### src/design/mta_pkg.sv
// ----------------------------------------------------------------------------
// mta_pkg
// Shared constants, types and register codes of the mosaic tile averager.
// ----------------------------------------------------------------------------
`default_nettype none

package mta_pkg;

  localparam int unsigned MAX_WIDTH  = 4096;
  localparam int unsigned MAX_HEIGHT = 4096;
  localparam int unsigned MAX_TILE   = 64;

  localparam int unsigned XW         = $clog2(MAX_WIDTH);
  localparam int unsigned YW         = $clog2(MAX_HEIGHT);
  localparam int unsigned TW         = $clog2(MAX_TILE);
  localparam int unsigned DIM_W      = 13;
  localparam int unsigned TILE_REG_W = 7;
  localparam int unsigned CFG_W      = 13;
  localparam int unsigned CFG_IDX_W  = 2;
  localparam int unsigned CNT_W      = 2 * TW + 1;
  localparam int unsigned PIX_W      = 8;
  localparam int unsigned NCH        = 3;
  localparam int unsigned SUM_W      = 20;
  localparam int unsigned SUMS_W     = NCH * SUM_W;

  localparam int unsigned FIFO_DEPTH = 4;
  localparam int unsigned FIFO_PTR_W = $clog2(FIFO_DEPTH);
  localparam int unsigned FIFO_CNT_W = $clog2(FIFO_DEPTH + 1);

  localparam int unsigned DIV_STEPS  = SUM_W;
  localparam int unsigned STEP_W     = $clog2(DIV_STEPS);
  localparam int unsigned REM_W      = CNT_W + 1;

  localparam logic [DIM_W-1:0]      WIDTH_RESET  = DIM_W'(640);
  localparam logic [DIM_W-1:0]      HEIGHT_RESET = DIM_W'(480);
  localparam logic [TILE_REG_W-1:0] TILE_RESET   = TILE_REG_W'(12);

  typedef enum logic [CFG_IDX_W-1:0] {
    REG_IMAGE_WIDTH  = 2'd0,
    REG_IMAGE_HEIGHT = 2'd1,
    REG_TILE_SIZE    = 2'd2
  } cfg_reg_e;

  typedef struct packed {
    logic [YW-1:0]                tile_row;
    logic [XW-1:0]                tile_col;
    logic [NCH-1:0][SUM_W-1:0]    sums;
    logic [CNT_W-1:0]             count;
    logic                         frame_done;
  } tile_job_t;

endpackage

`default_nettype wire

### src/design/mta_back.sv
// ----------------------------------------------------------------------------
// mta_back
// Tile mean unit: divides the three channel sums by the pixel count, one
// quotient bit per cycle for all channels at once, and holds the result.
// ----------------------------------------------------------------------------
`default_nettype none

module mta_back
  import mta_pkg::*;
(
  input  wire logic             clk_i,
  input  wire logic             rst_ni,
  input  wire logic             job_valid_i,
  input  wire tile_job_t        job_i,
  output logic                  pop_o,
  output logic                  out_valid_o,
  input  wire logic             out_ready_i,
  output logic [YW-1:0]         tile_row_o,
  output logic [XW-1:0]         tile_col_o,
  output logic [PIX_W-1:0]      mean0_o,
  output logic [PIX_W-1:0]      mean1_o,
  output logic [PIX_W-1:0]      mean2_o,
  output logic [CNT_W-1:0]      pixel_count_o,
  output logic                  frame_done_o
);

  typedef enum logic [1:0] {
    ST_IDLE,
    ST_DIV,
    ST_WAIT
  } back_state_e;

  back_state_e               state_q;
  logic [STEP_W-1:0]         step_q;
  logic [NCH-1:0][SUM_W-1:0] dividend_q;
  logic [NCH-1:0][REM_W-1:0] rem_q, rem_d;
  logic [NCH-1:0][PIX_W-1:0] quot_q, mean_q;
  logic [NCH-1:0]            qbit;
  logic [NCH-1:0][REM_W-1:0] shifted;
  logic [CNT_W-1:0]          divisor_q, count_out_q;
  logic [YW-1:0]             row_q, row_out_q;
  logic [XW-1:0]             col_q, col_out_q;
  logic                      frame_q, frame_out_q, out_valid_q;

  always_comb begin
    for (int c = 0; c < NCH; c++) begin
      shifted[c] = {rem_q[c][REM_W-2:0], dividend_q[c][SUM_W-1]};
      qbit[c]    = shifted[c] >= {1'b0, divisor_q};
      rem_d[c]   = qbit[c] ? shifted[c] - {1'b0, divisor_q} : shifted[c];
    end
  end

  assign pop_o = (state_q == ST_IDLE) && job_valid_i;

  always_ff @(posedge clk_i or negedge rst_ni) begin
    if (!rst_ni) begin
      state_q     <= ST_IDLE;
      step_q      <= '0;
      out_valid_q <= 1'b0;
      dividend_q  <= '0;
      rem_q       <= '0;
      quot_q      <= '0;
      divisor_q   <= '0;
      row_q       <= '0;
      col_q       <= '0;
      frame_q     <= 1'b0;
      mean_q      <= '0;
      count_out_q <= '0;
      row_out_q   <= '0;
      col_out_q   <= '0;
      frame_out_q <= 1'b0;
    end else begin
      if (out_valid_q && out_ready_i) begin
        out_valid_q <= 1'b0;
      end
      unique case (state_q)
        ST_IDLE: begin
          if (job_valid_i) begin
            dividend_q <= job_i.sums;
            rem_q      <= '0;
            divisor_q  <= job_i.count;
            row_q      <= job_i.tile_row;
            col_q      <= job_i.tile_col;
            frame_q    <= job_i.frame_done;
            step_q     <= '0;
            state_q    <= ST_DIV;
          end
        end
        ST_DIV: begin
          for (int c = 0; c < NCH; c++) begin
            rem_q[c]      <= rem_d[c];
            dividend_q[c] <= {dividend_q[c][SUM_W-2:0], 1'b0};
            quot_q[c]     <= {quot_q[c][PIX_W-2:0], qbit[c]};
          end
          step_q <= step_q + STEP_W'(1);
          if (step_q == STEP_W'(DIV_STEPS - 1)) begin
            state_q <= ST_WAIT;
          end
        end
        ST_WAIT: begin
          if (!out_valid_q || out_ready_i) begin
            mean_q      <= quot_q;
            count_out_q <= divisor_q;
            row_out_q   <= row_q;
            col_out_q   <= col_q;
            frame_out_q <= frame_q;
            out_valid_q <= 1'b1;
            state_q     <= ST_IDLE;
          end
        end
        default: state_q <= ST_IDLE;
      endcase
    end
  end

  assign out_valid_o   = out_valid_q;
  assign tile_row_o    = row_out_q;
  assign tile_col_o    = col_out_q;
  assign mean0_o       = mean_q[0];
  assign mean1_o       = mean_q[1];
  assign mean2_o       = mean_q[2];
  assign pixel_count_o = count_out_q;
  assign frame_done_o  = frame_out_q;

`ifndef SYNTHESIS
  a_step_in_range: assert property (@(posedge clk_i) disable iff (!rst_ni)
    (state_q == ST_DIV) |-> (step_q < STEP_W'(DIV_STEPS)))
    else $error("divider step counter out of range");
  a_wait_holds: assert property (@(posedge clk_i) disable iff (!rst_ni)
    (state_q == ST_WAIT && out_valid_q && !out_ready_i) |=> (state_q == ST_WAIT))
    else $error("finished tile left the divider while the output was blocked");
  a_pop_only_idle: assert property (@(posedge clk_i) disable iff (!rst_ni)
    pop_o |=> (state_q == ST_DIV && step_q == '0))
    else $error("tile job taken without starting a division");
`endif

endmodule

`default_nettype wire

### config.mk
export PLATFORM = sky130hd
export DESIGN_NAME = mta_back
export DESIGN_NICKNAME = d
export VERILOG_FILES = /design/src/design/mta_pkg.sv /design/src/design/mta_back.sv
export SDC_FILE = /design/constraint.sdc
export NUM_CORES = 1
export LEC_CHECK = 0
export CAP_MARGIN = 20
export CORE_ASPECT_RATIO = 1.2
export CORE_UTILIZATION = 45
export CTS_CLUSTER_DIAMETER = 30
export DETAILED_ROUTE_END_ITERATION = 8
export DONT_BUFFER_PORTS = 1
export GPL_ROUTABILITY_DRIVEN = 0
export PLACE_DENSITY = 0.67
export SYNTH_ARGS = -nofsm -noshare
export SYNTH_HDL_FRONTEND = slang
export SYNTH_SLANG_ARGS = --single-unit
### constraint.sdc
create_clock -name clk_i -period 2.8 [get_ports clk_i]
set_input_delay 0.56 -clock clk_i [delete_from_list [all_inputs] [get_ports clk_i]]
set_output_delay 0.56 -clock clk_i [all_outputs]
set_load 0.005 [all_outputs]
Word-level counts from Yosys, hierarchy flattened:

Cells that the tools add are included.

* div/mod/pow operators: 0
* reductions and logical operators: 10
* equality and inequality tests: 6
* order comparisons: 3
* $mul: 0
* shifts and indexed selects: 0
* bitwise logic cells: 0
* add/sub/neg operators: 4
* multiplexer cells: 16

Operators by type and width (count)
* 60-bit case mux with 2 select lines: 1
* 41-bit case mux with 2 select lines: 1
* 60-bit 2-to-1 mux: 1
* 14-bit by 13-bit >= comparator with 1-bit output: 3
* 41-bit 2-to-1 mux: 1
* 14-bit 2-to-1 mux: 2
* 14-bit by 13-bit subtractor with 14-bit output: 2
* 13-bit 2-to-1 mux: 1
* 13-bit subtractor: 1
* 5-bit case mux with 2 select lines: 1
* 2-bit 2-to-1 mux: 3
* 2-bit inequality test (second input constant): 3
* 2-bit case mux with 3 select lines: 1
* 2-bit AND reduction: 3
* 5-bit by 1-bit adder with 5-bit output (second input constant): 1
* 5-bit == test (second input constant): 1
* 5-bit 2-to-1 mux: 1
* 1-bit 2-to-1 mux: 3
* 3-bit AND reduction: 1
* 2-bit by 1-bit == test with 1-bit output (second input constant): 1
* 2-bit == test (second input constant): 1
* 1-bit logical AND: 2
* 2-bit logical NOT: 1
* 2-bit nonzero test: 1
* 2 further kinds: 2

* memory bits (read-only): 0
* memories: 0
* bits in writable memories: 0
* logic and storage cells: 62
* output and inout bits: 64
* latch bits: 0
* input port bits: 102
* bits in registers: 231

Logic depth before layout (Yosys ltp):

* depth after elaboration: 4
* gate-level depth with buffers: 12
* gate-level depth less buffers: 11

Worst setup path before layout:

Ideal clock, no wire load.

* path type: reg2reg
* start point: register dividend_q[19] (netlist bit)
* end point: register rem_q[10] (netlist bit)
* period minus slack after synthesis: 2.389 ns
* stages on the path, launching flop included: 13
* buffers on the path: 1
* path slack: 0.411 ns
* required time: 2.705 ns
* setup time: 0.095 ns
* data arrival time: 2.294 ns
* cell sequence: dfrtp_1 inv_1 ha_1 inv_1 fa_1 a211oi_1 nor2_1 o21ai_1 a311o_1 and2_4 buf_6 a32oi_1 o31ai_1

* longest elaborated chain between the ends: 3
* elaborated cells between the ends (all ways): 4
* those cells by class: add/sub (1); order compare (1); mux (2)

RTL lines
* start: declaration: RTL line mta_back.sv:35 `logic [NCH-1:0][SUM_W-1:0] dividend_q;`
* start signal: assignment: RTL line mta_back.sv:79 `dividend_q <= job_i.sums;`
* start signal: indexed assignment: RTL line mta_back.sv:92 `dividend_q[c] <= {dividend_q[c][SUM_W-2:0], 1'b0};`
* 14-bit by 13-bit subtractor with 14-bit output or 14-bit by 13-bit >= comparator with 1-bit output (tied branches): RTL line mta_back.sv:49, mta_back.sv:48
* 14-bit 2-to-1 mux (*): RTL line mta_back.sv:49 `rem_d[c] = qbit[c] ? shifted[c] - {1'b0, divisor_q} : shifted[c];`
* 41-bit case mux with 2 select lines (*): RTL line mta_back.sv:76 `unique case (state_q)`
* end signal: indexed assignment: RTL line mta_back.sv:91 `rem_q[c] <= rem_d[c];`
* end: declaration: RTL line mta_back.sv:36 `logic [NCH-1:0][REM_W-1:0] rem_q, rem_d;`

Every way passes the cells marked *; elsewhere a longest branch is shown, timed or not.
A chain may end at the register's enable or synchronous reset.

Final worst setup path:

* start point: register divisor_q[0]
* end point: register rem_q[8] (netlist bit)

* longest elaborated chain between the ends: 3
* elaborated cells between the ends (all ways): 4
* those cells by class: add/sub (1); order compare (1); mux (2)

RTL lines
* start: declaration: RTL line mta_back.sv:40 `logic [CNT_W-1:0] divisor_q, count_out_q;`
* start signal: assignment: RTL line mta_back.sv:81 `divisor_q <= job_i.count;`
* 14-bit by 13-bit subtractor with 14-bit output or 14-bit by 13-bit >= comparator with 1-bit output (tied branches): RTL line mta_back.sv:49, mta_back.sv:48
* 14-bit 2-to-1 mux (*): RTL line mta_back.sv:49
* 41-bit case mux with 2 select lines (*): RTL line mta_back.sv:76

Marks and branches as above.

==> results.tsv <==
metric	value	unit
worst path bufs/invs	1	
Initial Util	46.3	%
internal power	11800	µW
CP cell instances	ha_1, inv_1, fa_1, a211oi_1, nor2_1, o21ai_2, a311o_1, nand2_2, mux2i_1, o21ai_1	
final antenna-violating net count	0	
synth warn	0	
I/O Buffers	0	
FF+latch count, synth	231	
critical path required time	3.15	ns
Synth area leaders	dfrtp_1 (52%), nand2_1 (9.6%), o21ai_0 (5.3%), mux2_2 (5.0%), ha_1 (4.5%)	
final slew viol count	0	
WP depth	10	
Post-Synthesis Cells	1147	
Die Y	175	µm
largest buffer count on any clock path	3	
Slew Limit Headroom	36.3	%
pwr/cell area	1450	mW/mm²
sw frac	37.8	%
H-Tree Depth	2	
TritonCTS Buffers	43	
peak supply drop	0.557	mV
Synthesized Nets	1292	
worst-path fanout max	9	
CTS tree	yes	
Final HPWL DP	16800	µm
Pleak	0.00584	µW
cell accounting for the most synthesized area	dfrtp_1	
Tightest Pin Transition	0.955	ns
Post-synth ARST share	100	%
layout cells sized above 1	14.1	%
# rows	62	
initial antenna violation count	1	
via count	8438	
critical path's top delay family	compound AO/OA/AOI/OAI gates	
final setup vio count	0	
Worst setup EP type	flip-flop	
Synth Area per Inst	9.73	µm²
Total Neg Setup Slack	0	ns
reg2reg setup slack	0.14	ns
final WL	26300	µm
synth-to-layout area growth	17.0	%
RSZ-0062 raised after global routing	yes	
Post-synth EDFFs	0	
DIE AREA	0.0254	mm²
post-synthesis sequential area ratio	51.8	%
core area	0.0241	mm²
first-pass iteration count of the detailed router	5	
R2R cell count	10	
status	complete, but fails checks	
met3 Use GR	4.99	%
post-synthesis cell area	0.0112	mm²
Yosys top cell area share	51.8	%
CP Class	reg2reg	
overall power	18900	µW
WL/cell	17.5	µm
Initial DRC Count	530	
CP Data Arrival Time	3.00	ns
total track usage	20.9	%
Clk pwr share	27.5	%
met2 Usage GRT	34.4	%
Logic pwr share	42.0	%
NetSw	7150	µW
crit start category	flip-flop	
Via density	5.61	
CTS Root Cell	clkbuf_16	
Fin Clk Skew	0.0123	ns
max incr delay on CP	0.42	ns
Max-Cap Viols	0	
Synth cell types	63	
Ports	166	
final-report hold violation count	231	
drt drc	0	
Tcrit/Tclk final	94.9	%
most used routing layer	met2	
die width	146	µm
sequential share of power	30.5	%
pin count of the biggest net entering global routing	232	
grt ovf	0	
Hold Slack	-0.241	ns
failing checks	negative hold slack	
Worst-path clk slew	0.05	ns
Clock Latency Late Sink	0.51	ns
minimum clock period	2.66	ns
Max Fclk	377	MHz
Filler Cells Inserted	2099	
non-filler cells, final	1505	
first-pass GRT wire length	43500	µm
Nets	1296	
slowest library cell on the worst path	fa_1	
grt met1 use	26.3	%
predominant post-synthesis flop cell	dfrtp_1	
clk sink count	231	
post-placement cell count	1424	
Hold/Removal Path Class	in2async	
vias in the first global route	8439	
[layout by cell type, fill, tap and decap left out, drive strengths merged, types with 3 or more instances in the layout]
| cell | netlist | routed |
|---|---|---|
| clkbuf | 50 | 53 |
| clkinv | 0 | 7 |
| o21ai | 144 | 144 |
| nand3 | 21 | 21 |
| nand2 | 285 | 285 |
| nand4 | 7 | 7 |
| o311ai | 7 | 7 |
| mux2i | 10 | 10 |
| a21o | 9 | 9 |
| ha | 40 | 40 |
| mux2 | 50 | 50 |
| clkinvlp | 0 | 6 |
| bufinv | 0 | 5 |
| a22oi | 57 | 57 |
| o31a | 3 | 3 |
| dfrtp | 231 | 231 |
| a32oi | 7 | 7 |
| o21a | 11 | 11 |
| xnor2 | 16 | 16 |
| xor2 | 7 | 7 |
| o31ai | 8 | 8 |
| a211oi | 7 | 7 |
| o21bai | 3 | 3 |
| nor3 | 7 | 7 |
| nor2b | 10 | 10 |
| a21oi | 29 | 29 |
| a22o | 5 | 5 |
| o2111ai | 3 | 3 |
| inv | 25 | 32 |
| buf | 16 | 25 |
| nand2b | 9 | 9 |
| nor2 | 33 | 33 |
| fa | 3 | 3 |
[area by class of cell]
class / count / area (µm²) / share of cell area (%)
sequential: 231 / 5780 / 44.3
multi-input combinational: 825 / 5060 / 38.7
tap: 320 / 400 / 3.07
inverter: 25 / 93.8 / 0.718
antenna: 1 / 2.50 / 0.0192
clock buffer: 53 / 1170 / 8.98
clock inverter: 25 / 307 / 2.35
timing repair buffer: 25 / 245 / 1.88
[cell usage after synthesis, types with 8 or more instances]
cell,count
a21o_1,9
a21oi_1,29
a22oi_1,57
buf_1,8
clkbuf_1,50
dfrtp_1,231
ha_1,40
inv_1,24
mux2_2,50
mux2i_1,10
nand2_1,284
nand2b_1,9
nand3_1,21
nor2_1,33
nor2b_1,10
o21a_1,11
o21ai_0,118
o21ai_1,26
xnor2_1,16
[what timing repair did]
action | in CTS | in global routing
setup endpoints to repair | 0 | 10
resized for setup | 0 | 1
setup buffers | 0 | 1
endpoints found under the hold margin | 231 | 231
[cells by family (layout without fill, tap and decap cells)]
logic type	Yosys count	in the layout	synth area share [%]
and+or+nand+nor	388	388	14.5
AOI/OAI and AO/OA	311	311	17.7
DFF	231	231	51.8
buffers and inverters	91	128	3.21
muxes	60	60	5.94
adders and majority gates	43	43	5.02
xor gates and xnor gates	23	23	1.80
other	0	1	0
[flip-flops by register name, summed over array words and instances (netlist names)]
name           cells
divisor_q         13
tile_col_o        12
pixel_count_o     13
rem_q             39
frame_done_o       1
dividend_q        60
mean1_o            8
step_q             5
mean2_o            8
state_q            2
col_q             12
row_q             12
tile_row_o        12
quot_q            24
out_valid_o        1
frame_q            1
mean0_o            8
[metrics by stage]
stage                     utilization (%)  instance area (µm²)  worst slack (ns)
after floorplan                         -                11200             0.411
after global placement               47.8                11500             0.196
after detailed placement             47.8                11500             0.114
after CTS                            54.0                13000            0.0971
after global routing                 54.1                13100           -0.0352
final                                54.1                13100             0.144
[power groups by stage]
stage	sequential [µW]	clock, µW	combinational [µW]
after floorplan	5500	0	6260
after global placement	5770	0	7630
after detailed placement	5810	0	7840
after CTS	5780	5280	7900
after global routing	5950	5460	8880
final	5760	5200	7940
[layer usage]
metal	routed length, µm	share of wire, %	vias to the layer above
met4	832	3.2	0
met3	1680	6.4	59
met1	11100	42	4100
li1	-	-	4048
met5	0	0	-
met2	12700	48	231
[worst register-to-register path, stage by stage, from the launching register on]
cell and delay (ns):
dfrtp_1 0.41, ha_1 0.20, inv_1 0.06, fa_1 0.42, a211oi_1 0.27, nor2_1 0.12, o21ai_2 0.22, a311o_1 0.29
nand2_2 0.19, mux2i_1 0.23, o21ai_1 0.08
[final timing paths]
check	startpoint	end
max	divisor_q[0]$_DFFE_PN0P_	rem_q[8]$_DFFE_PN0P_
max in group asynchronous	rst_ni	dividend_q[0]$_DFFE_PN0P_
max reg2reg	divisor_q[0]$_DFFE_PN0P_	rem_q[8]$_DFFE_PN0P_
min	rst_ni	divisor_q[3]$_DFFE_PN0P_
min reg2reg	col_q[4]$_DFFE_PN0P_	col_q[4]$_DFFE_PN0P_
min in group clk_i	job_i[77]	col_q[3]$_DFFE_PN0P_
Power figures use the tool's default switching activity.
