$ cat src/design/mta_pkg.sv
// ----------------------------------------------------------------------------
// mta_pkg
// Shared constants, types and register codes of the mosaic tile averager.
// ----------------------------------------------------------------------------
`default_nettype none

package mta_pkg;

  localparam int unsigned MAX_WIDTH  = 4096;
  localparam int unsigned MAX_HEIGHT = 4096;
  localparam int unsigned MAX_TILE   = 64;

  localparam int unsigned XW         = $clog2(MAX_WIDTH);
  localparam int unsigned YW         = $clog2(MAX_HEIGHT);
  localparam int unsigned TW         = $clog2(MAX_TILE);
  localparam int unsigned DIM_W      = 13;
  localparam int unsigned TILE_REG_W = 7;
  localparam int unsigned CFG_W      = 13;
  localparam int unsigned CFG_IDX_W  = 2;
  localparam int unsigned CNT_W      = 2 * TW + 1;
  localparam int unsigned PIX_W      = 8;
  localparam int unsigned NCH        = 3;
  localparam int unsigned SUM_W      = 20;
  localparam int unsigned SUMS_W     = NCH * SUM_W;

  localparam int unsigned FIFO_DEPTH = 4;
  localparam int unsigned FIFO_PTR_W = $clog2(FIFO_DEPTH);
  localparam int unsigned FIFO_CNT_W = $clog2(FIFO_DEPTH + 1);

  localparam int unsigned DIV_STEPS  = SUM_W;
  localparam int unsigned STEP_W     = $clog2(DIV_STEPS);
  localparam int unsigned REM_W      = CNT_W + 1;

  localparam logic [DIM_W-1:0]      WIDTH_RESET  = DIM_W'(640);
  localparam logic [DIM_W-1:0]      HEIGHT_RESET = DIM_W'(480);
  localparam logic [TILE_REG_W-1:0] TILE_RESET   = TILE_REG_W'(12);

  typedef enum logic [CFG_IDX_W-1:0] {
    REG_IMAGE_WIDTH  = 2'd0,
    REG_IMAGE_HEIGHT = 2'd1,
    REG_TILE_SIZE    = 2'd2
  } cfg_reg_e;

  typedef struct packed {
    logic [YW-1:0]                tile_row;
    logic [XW-1:0]                tile_col;
    logic [NCH-1:0][SUM_W-1:0]    sums;
    logic [CNT_W-1:0]             count;
    logic                         frame_done;
  } tile_job_t;

endpackage

`default_nettype wire

$ cat src/design/mta_fifo.sv
// ----------------------------------------------------------------------------
// mta_fifo
// Short queue of tile jobs between the pixel intake and the divider.
// ----------------------------------------------------------------------------
`default_nettype none

module mta_fifo
  import mta_pkg::*;
(
  input  wire logic                  clk_i,
  input  wire logic                  rst_ni,
  input  wire logic                  push_i,
  input  wire tile_job_t             data_i,
  input  wire logic                  pop_i,
  output tile_job_t                  data_o,
  output logic [FIFO_CNT_W-1:0]      count_o
);

  tile_job_t               mem_q [FIFO_DEPTH];
  logic [FIFO_PTR_W-1:0]   wr_ptr_q, rd_ptr_q;
  logic [FIFO_CNT_W-1:0]   count_q;

  function automatic logic [FIFO_PTR_W-1:0] ptr_next(input logic [FIFO_PTR_W-1:0] p);
    return (p == FIFO_PTR_W'(FIFO_DEPTH - 1)) ? '0 : p + FIFO_PTR_W'(1);
  endfunction

  always_ff @(posedge clk_i or negedge rst_ni) begin
    if (!rst_ni) begin
      wr_ptr_q <= '0;
      rd_ptr_q <= '0;
      count_q  <= '0;
    end else begin
      if (push_i) begin
        wr_ptr_q <= ptr_next(wr_ptr_q);
      end
      if (pop_i) begin
        rd_ptr_q <= ptr_next(rd_ptr_q);
      end
      if (push_i && !pop_i) begin
        count_q <= count_q + FIFO_CNT_W'(1);
      end else if (pop_i && !push_i) begin
        count_q <= count_q - FIFO_CNT_W'(1);
      end
    end
  end

  always_ff @(posedge clk_i) begin
    if (push_i) begin
      mem_q[wr_ptr_q] <= data_i;
    end
  end

  assign data_o  = mem_q[rd_ptr_q];
  assign count_o = count_q;

`ifndef SYNTHESIS
  a_no_overflow: assert property (@(posedge clk_i) disable iff (!rst_ni)
    push_i |-> (count_q < FIFO_CNT_W'(FIFO_DEPTH)))
    else $error("tile job queue written while full");
  a_no_underflow: assert property (@(posedge clk_i) disable iff (!rst_ni)
    pop_i |-> (count_q != '0))
    else $error("tile job queue read while empty");
`endif

endmodule

`default_nettype wire

$ cat config.mk
export PLATFORM = sky130hd
export DESIGN_NAME = mta_fifo
export DESIGN_NICKNAME = d
export VERILOG_FILES = /design/src/design/mta_pkg.sv /design/src/design/mta_fifo.sv
export SDC_FILE = /design/constraint.sdc
export NUM_CORES = 1
export LEC_CHECK = 0
export BUFFER_PORTS_ARGS = -buffer_cell sky130_fd_sc_hd__buf_2
export CAP_MARGIN = 0
export CORE_UTILIZATION = 42
export CTS_CLUSTER_SIZE = 12
export DETAILED_ROUTE_END_ITERATION = 6
export GPL_ROUTABILITY_DRIVEN = 0
export SLEW_MARGIN = 0
export SYNTH_ARGS = -nofsm -noshare
export SYNTH_HDL_FRONTEND = slang
export SYNTH_SLANG_ARGS = --single-unit
$ cat constraint.sdc
create_clock -name clk_i -period 6.1 [get_ports clk_i]
set_input_delay 0.915 -clock clk_i [delete_from_list [all_inputs] [get_ports clk_i]]
set_output_delay 0.915 -clock clk_i [all_outputs]
set_load 0.02 [all_outputs]
After elaboration in Yosys (flattened, before gate mapping) --
Memories as Yosys holds them, arrays and structs flattened. Index checks and enable logic that the tools add are counted.
Word-level totals: bits in registers 7, bits in writable memories 392, input bits 102, output and inout port bits 101, memories 1
Memory list:
- mem_q | depth 4, bits a word 98, read ports 1, clocked after Yosys merged registers in 0, write ports 1, line mta_fifo.sv:19 | tile_job_t mem_q [FIFO_DEPTH];
Operators by class: $add $sub $neg 4, equal/unequal tests 2, muxes and demuxes 6, reduce and logical (&&, ||, !) cells 5
Operator list (count):
- two-way mux 3 bit | 2
- adder 2 x 1 -> 2 bit, second input constant | 2
- == test 2 bit, second input constant | 2
- two-way mux 2 bit | 2
- adder 3 x 1 -> 3 bit, second input constant | 1
- subtractor 3 x 1 -> 3 bit, second input constant | 1
- logical AND 1 bit | 2
- logical NOT 1 bit | 2
- two-way mux 1 bit | 2
- nonzero test 2 bit | 1

Longest topological paths before layout --
Gate-level depths: netlist of run 1.
word-level depth 4, gate-level depth with buffers 7

Worst setup path after synthesis of run 1 --
OpenSTA, ideal clock, no wires.
path kind input -> register, start point input port push_i, end point memory mem_q[2][0] (netlist name), enable pin, arrival 3.179 ns, required time 5.632 ns, path slack 2.453 ns, stages on the path 1, buffers on the path 0, cell sequence and2_1
Between the ends: cells in the longest elaborated chain, start to end 2
Ends and longest elaborated chain:
- from (decl) | line mta_fifo.sv:12 | input wire logic push_i,
- two-way mux 1 bit | line mta_fifo.sv:48 | if (push_i) begin
- two-way mux 1 bit (implied by the code) | line mta_fifo.sv:49 | mem_q[wr_ptr_q] <= data_i;
- to (decl) | line mta_fifo.sv:19
No other way between the ends.

==> impl_metrics.env, run 1 <==
export IMPL_synthFlopType="edfxtp_1"
export IMPL_wire_per_inst_um=21.6
export IMPL_ys_ff_latch=399
export IMPL_cts_buffer_depth=3
export IMPL_dieHeight_um=189
export IMPL_avgSynthCellArea_um2=26.8
export IMPL_path_buf_inv=2
export IMPL_tns_ns=0
export IMPL_p_leak_uw=0.00587
export IMPL_synth_cell_types=18
export IMPL_grt_overflow=0
export IMPL_most_common_layout_cells="392 x edfxtp_1, 202 x buf_2, 98 x mux4_2"
export IMPL_nFillCells=2798
export IMPL_relSlewSlack_pct=35.0
export IMPL_grt_pass1_wl_um=41900
export IMPL_core_um2=34500
export IMPL_finalCriticalPeriod_ns=3.78
export IMPL_min_path_type="primary input to async pin"
export IMPL_drive_gt1_share_pct=45.6
export IMPL_swShare_pct=30.6
export IMPL_synth_top_family_by_area="multiplexers"
export IMPL_crit_chain="buf_4, mux4_2, buf_2"
export IMPL_ir_drop_v=0.000357
export IMPL_stdcell_area_um2=17300
export IMPL_dieArea_um2=35600
export IMPL_p_per_area_nw_per_um2=493
export IMPL_power_frac_seq_pct=43.5
export IMPL_cpMaxStageDelayCell="dfrtp_4"
export IMPL_ctsHoldBuffers=0
export IMPL_ys_seq_area_share_pct=81.6
export IMPL_synth_simple_area_share_pct=0.299
export IMPL_internal_power_uw=5920
export IMPL_htreeDepth=2
export IMPL_slowest_delay_ns=1.06
export IMPL_ant_nets=0
export IMPL_grt_pass1_vias=7207
export IMPL_synth_top_cell_by_area="edfxtp_1"
export IMPL_cts_tree="done"
export IMPL_ios=203
export IMPL_syn_inst=547
export IMPL_synth_edf_count=392
export IMPL_finalCritPeriodShare_pct=61.9
export IMPL_synth_area_um2=14600
export IMPL_synthTopCellsByArea="edfxtp_1 80%, mux4_2 15%, buf_12 1.2%"
export IMPL_grt_max_degree=102
export IMPL_endpoint_kind="output pin"
export IMPL_grt_util_all_layers_pct=15.8
export IMPL_synthToLayoutAreaGrowth_pct=18.2
export IMPL_rsz0062_at_grt="no"
export IMPL_synthMuxAreaShare_pct=15.3
export IMPL_start_util_pct=42.5
export IMPL_p_comb_share_pct=29.0
export IMPL_port_buffers=202
export IMPL_status="finished, final reports clean"
export IMPL_synth_compound_area_share_pct=0.0684
export IMPL_post_dp_cell_area_um2=16000
export IMPL_cts_sinks=399
export IMPL_post_cts_buffers=0
export IMPL_synth_top_area_share_pct=80.4
export IMPL_vias=6431
export IMPL_worstSetupStartpointType="flip-flop"
export IMPL_cap_violations=0
export IMPL_finClkSkew_ns=0.0128
export IMPL_slew_viol_final=0
export IMPL_rows=68
export IMPL_dp_hpwl_um=15800
export IMPL_worst_slew_pin_slew_ns=0.975
export IMPL_synth_fa_ha_area_share_pct=0.649
export IMPL_root_buffer="clkbuf_16"
export IMPL_crit_path_max_fanout=62
export IMPL_final_common_cell="edfxtp_1"
export IMPL_final_nets=886
export IMPL_max_clock_freq_mhz=265
export IMPL_clk_pin_slew_ns=0.06
export IMPL_p_clk_share_pct=27.5
export IMPL_wirelength_um=27300
export IMPL_drt_iter0_drc=375
export IMPL_yosysWarnings=0
export IMPL_arrival_ns=2.86
export IMPL_antenna_found_initial=8
export IMPL_cts_resized=0
export IMPL_dr_pass1_iters=5
export IMPL_crit_required_ns=5.18
export IMPL_clk_latency_ns=0.54
export IMPL_final_setup_viol_count=0
export IMPL_fp_dieW_um=189
export IMPL_ys_async_sr_fraction_pct=1.75
export IMPL_cp_top_family="flip-flops"
export IMPL_p_sw_uw=2610
export IMPL_drc_errors=0
export IMPL_synth_xor_area_share_pct=0.179
export IMPL_crit_type="flip-flop to output pin"
export IMPL_synthesis_nets=656
export IMPL_numCtsBuffers=42
export IMPL_hold_viol=0
export IMPL_drt_vias_per_instance=5.09
==> worst reg2reg max path: stages (launching register included) <==
cell	delay (ns)
dfrtp_1	0.41
inv_1	0.12
ha_1	0.16
and2_4	0.69
buf_4	0.71
==> layout make-up <==
| cell class | count | area [µm²] | area share [%] |
|---|---|---|---|
| Clock inverter | 11 | 75.1 | 0.434 |
| Sequential cell | 399 | 12000 | 69.1 |
| Tap cell | 455 | 569 | 3.29 |
| Multi-Input combinational cell | 122 | 2430 | 14.0 |
| Inverter | 4 | 15.0 | 0.0868 |
| Clock buffer | 60 | 1180 | 6.83 |
| Timing Repair Buffer | 208 | 1070 | 6.18 |
| Antenna cell | 4 | 10.0 | 0.0579 |
==> final timing paths <==
check	endpoint	from	cells after the start	slack (ns)
max	data_o[2]	rd_ptr_q[1]	3	2.32
min	count_o[1]	rst_ni	1	0.22
max reg2reg	mem_q[0][45]	wr_ptr_q[0]	4	3.58
min reg2reg	count_o[2]	count_o[2]	1	0.47
max in group asynchronous	rd_ptr_q[1]	rst_ni	1	5.69
min in group clk_i	count_o[2]	count_o[2]	1	0.47
==> stage by stage <==
stage | power, µW | utilization (%) | hold WS (ns) | std cells | worst slack [ns]
after floorplan | 5630 | - | 0.557 | 547 | 2.45
after global placement | 6260 | 46.5 | 0.459 | 1188 | 2.85
after detailed placement | 6320 | 46.5 | 0.452 | 1188 | 2.80
after CTS | 8680 | 50.2 | 0.201 | 1259 | 2.25
after global routing | 8930 | 50.2 | 0.209 | 1261 | 2.18
final | 8530 | 50.2 | 0.223 | 1263 | 2.32
==> cell usage after synthesis, drive strengths merged, types with 2 or more instances <==
cell type,n
and2,4
buf,22
dfrtp,7
edfxtp,392
ha,6
inv,4
mux2,3
mux4,98
nand2,2
nor2,3
o21ai,2
xor2,2
==> registers in the layout, indices dropped and copies added, names as in the netlist <==
name	flops
mem_q	392
count_o	3
rd_ptr_q	2
wr_ptr_q	2
==> power by group through the flow <==
stage	clock [µW]	combinational [µW]	sequential (µW)
5_1_grt	2510	2660	3760
4_1_cts	2410	2550	3720
2_1_floorplan	0	1940	3690
3_5_place_dp	0	2540	3780
6_report	2340	2470	3710
3_3_place_gp	0	2510	3750
==> kinds of logic (layout without fill, tap and decap cells) <==
kind of cell,Yosys count,count (layout)
muxes,101,101
other,0,4
xor gates and xnor gates,3,3
AOI/OAI and AO/OA,2,2
buffers and inverters,26,283
adders and majority gates,7,7
DFF,399,399
and+or+nand+nor,9,9
==> metal layers <==
layer / vias to the layer above / part of all wire, % / GRT usage [%] / routed length [µm]
met2: 178 / 52 / 27.0 / 14100
met1: 3368 / 40 / 19.5 / 10900
li1: 2824 / - / - / -
met3: 53 / 5.7 / 4.04 / 1570
met4: 8 / 2.3 / 5.46 / 640
met5: - / 0.15 / 0 / 42
Note: power is estimated with default switching activity, not from simulation.
==> run 2: changes to the inputs <==
- ABC_AREA: unset -> 1
- clock period: 6.1 -> 3.4 ns (I/O delays scaled with it)
==> run 2 against run 1 <==
Combinational power increased by 120%. Clock skew decreased by 0.0039 ns. Largest cell class unchanged. Synthesized area rose by 9.7%. Sequential power is 75% higher. Clock power rose by 87%. Synthesized cell count rose by 120%. Final area rose by 8.7%. Non-clock buffer count grew 16. Worst hold slack got worse by 0.044 ns.
==> impl_metrics.env, run 2 <==
export IMPL_stdcell_count=1941
export IMPL_cp_common_cell="nand2_1"
export IMPL_dr_pass1_iters=4
export IMPL_grt_max_degree=106
export IMPL_drt_iter0_drc=520
export IMPL_most_common_layout_cells="392 x edfxtp_1, 309 x nand2_1, 203 x inv_1"
export IMPL_ys_async_sr_fraction_pct=1.75
export IMPL_worstSetupStartpointType="flip-flop"
export IMPL_cts_tree="done"
export IMPL_grt_use_met1_pct=20.4
export IMPL_clk_latency_ns=0.54
export IMPL_crit_chain="inv_8, buf_4, nand2_1, o211ai_1, nand2_1, buf_2"
export IMPL_relSlewSlack_pct=49.6
export IMPL_cts_sinks=399
export IMPL_synth_cell_types=18
export IMPL_stdcell_area_um2=18800
export IMPL_root_buffer="clkbuf_16"
export IMPL_crit_required_ns=2.89
export IMPL_ys_ff_latch=399
export IMPL_max_clock_freq_mhz=346
export IMPL_dpl_cell_count=1863
export IMPL_yosysWarnings=0
export IMPL_drive_gt1_share_pct=20.0
export IMPL_drc_errors=0
export IMPL_synthTopCellsByArea="edfxtp_1 73%, o211ai_1 9.2%, nand2_1 7.2%"
export IMPL_grt_pass1_vias=9127
export IMPL_rows=71
export IMPL_status="finished, final reports clean"
export IMPL_rsz0062_at_grt="no"
export IMPL_numCtsBuffers=44
export IMPL_tns_ns=0
export IMPL_drt_vias_per_instance=4.78
export IMPL_ir_drop_v=0.000594
export IMPL_arrival_ns=2.38
export IMPL_port_buffers=202
export IMPL_syn_inst=1193
export IMPL_min_path_type="primary input to flip-flop"
export IMPL_fp_dieW_um=198
export IMPL_ios=203
export IMPL_final_nets=1508
export IMPL_wirelength_um=31800
export IMPL_cts_resized=0
export IMPL_post_dp_cell_area_um2=17500
export IMPL_top_usage_layer="met2"
export IMPL_wire_per_inst_um=16.4
export IMPL_cap_violations=0
export IMPL_crit_path_max_fanout=105
export IMPL_grt_util_all_layers_pct=16.5
export IMPL_worst_slew_pin_slew_ns=0.756
export IMPL_cts_buffer_depth=3
export IMPL_ant_nets=0
export IMPL_dp_hpwl_um=18400
export IMPL_finalCriticalPeriod_ns=2.89
export IMPL_finalCritPeriodShare_pct=85.0
export IMPL_core_um2=37700
export IMPL_final_common_cell="edfxtp_1"
export IMPL_largest_register="mem_q"
export IMPL_dieHeight_um=198
export IMPL_crit_type="flip-flop to output pin"
export IMPL_rr_worst_depth=5
export IMPL_p_leak_uw=0.00758
export IMPL_synthFlopType="edfxtp_1"
export IMPL_start_util_pct=42.6
export IMPL_grt_overflow=0
export IMPL_largest_reg_flops=392
export IMPL_finClkSkew_ns=0.00892
export IMPL_synthToLayoutAreaGrowth_pct=17.1
export IMPL_slew_viol_final=0
export IMPL_grt_pass1_wl_um=49100
export IMPL_synth_edf_count=392
export IMPL_avgSynthCellArea_um2=13.5
export IMPL_slowest_delay_ns=0.46
export IMPL_synth_common_cells="392 x edfxtp_1, 309 x nand2_1, 207 x inv_1"
export IMPL_p_per_area_nw_per_um2=864
export IMPL_cpMaxStageDelayCell="inv_8"
export IMPL_ys_seq_area_share_pct=74.4
export IMPL_synth_top_cell_by_area="edfxtp_1"
export IMPL_min_delay_path_depth=1
export IMPL_htreeDepth=2
export IMPL_synthesis_nets=1302
export IMPL_endpoint_kind="output pin"
export IMPL_synth_top_area_share_pct=73.3
export IMPL_ctsHoldBuffers=1
export IMPL_use_met3_pct=4.63
export IMPL_nFillCells=3304
export IMPL_grt_met2_usage_pct=27.8
export IMPL_hold_viol=0
export IMPL_antenna_found_initial=4
export IMPL_vias=9274
export IMPL_clk_pin_slew_ns=0.06
export IMPL_final_setup_viol_count=0
export IMPL_dieArea_um2=39000
export IMPL_post_synth_top_count_cell="edfxtp_1"
export IMPL_post_cts_buffers=0
export IMPL_holdWs_ns=0.179
export IMPL_synth_area_um2=16100
## run 2: cell families after synthesis
family                   share of synthesized area (%)
buffers and inverters                             8.36
AND/OR/NAND/NOR                                   7.34
adder cells (fa/ha/maj)                          0.592
flip-flops                                        74.4
AO/OA/AOI/OAI                                     9.28
XOR/XNOR                                        0.0545
## run 2: power by group
part,total [µW],internal (µW),switching (µW)
sequential,6490,6300,185
clock,4380,2620,1760
combinational,5380,1600,3780
## run 2: final timing paths
path	from	end	slack, ns
max	rd_ptr_q[0]	data_o[75]	0.51
min	data_i[70]	mem_q[0][70]	0.18
max reg2reg	wr_ptr_q[0]	mem_q[2][41]	1.51
min reg2reg	count_o[2]	count_o[2]	0.51
max in group asynchronous	rst_ni	rd_ptr_q[1]	2.88
min in group asynchronous	rst_ni	count_o[1]	0.33
## run 2: metrics by stage
step / total power, µW / util (%) / setup slack [ns]
floorplan: 10500 / - / 0.396
global placement: 12000 / 46.4 / 1.15
detailed placement: 12100 / 46.4 / 1.09
CTS: 16500 / 49.9 / 0.482
global route: 17200 / 49.9 / 0.342
finish: 16200 / 49.9 / 0.509
## run 2: critical path, delay by kind of cell, from the launching register on
family,cells,cell delay [ns]
buffers and inverters,3,1.03
AND/OR/NAND/NOR,2,0.17
AO/OA/AOI/OAI,1,0.12
flip-flops,1,0.45
## run 2: area by class of cell
class,count,area (µm²),area share (%)
repair buffers,224,1300,6.93
clock inverters,22,175,0.931
diodes,2,5.00,0.0266
inverters,209,805,4.28
multi-input cells,521,2770,14.7
flip-flops and latches,399,12000,63.5
well taps,511,639,3.40
clock buffers,53,1160,6.15
## run 2: layer usage
layer	routed length [µm]	vias up
met4	556	4
li1	-	4585
met1	13700	4470
met5	24	-
met3	2010	43
met2	15400	172
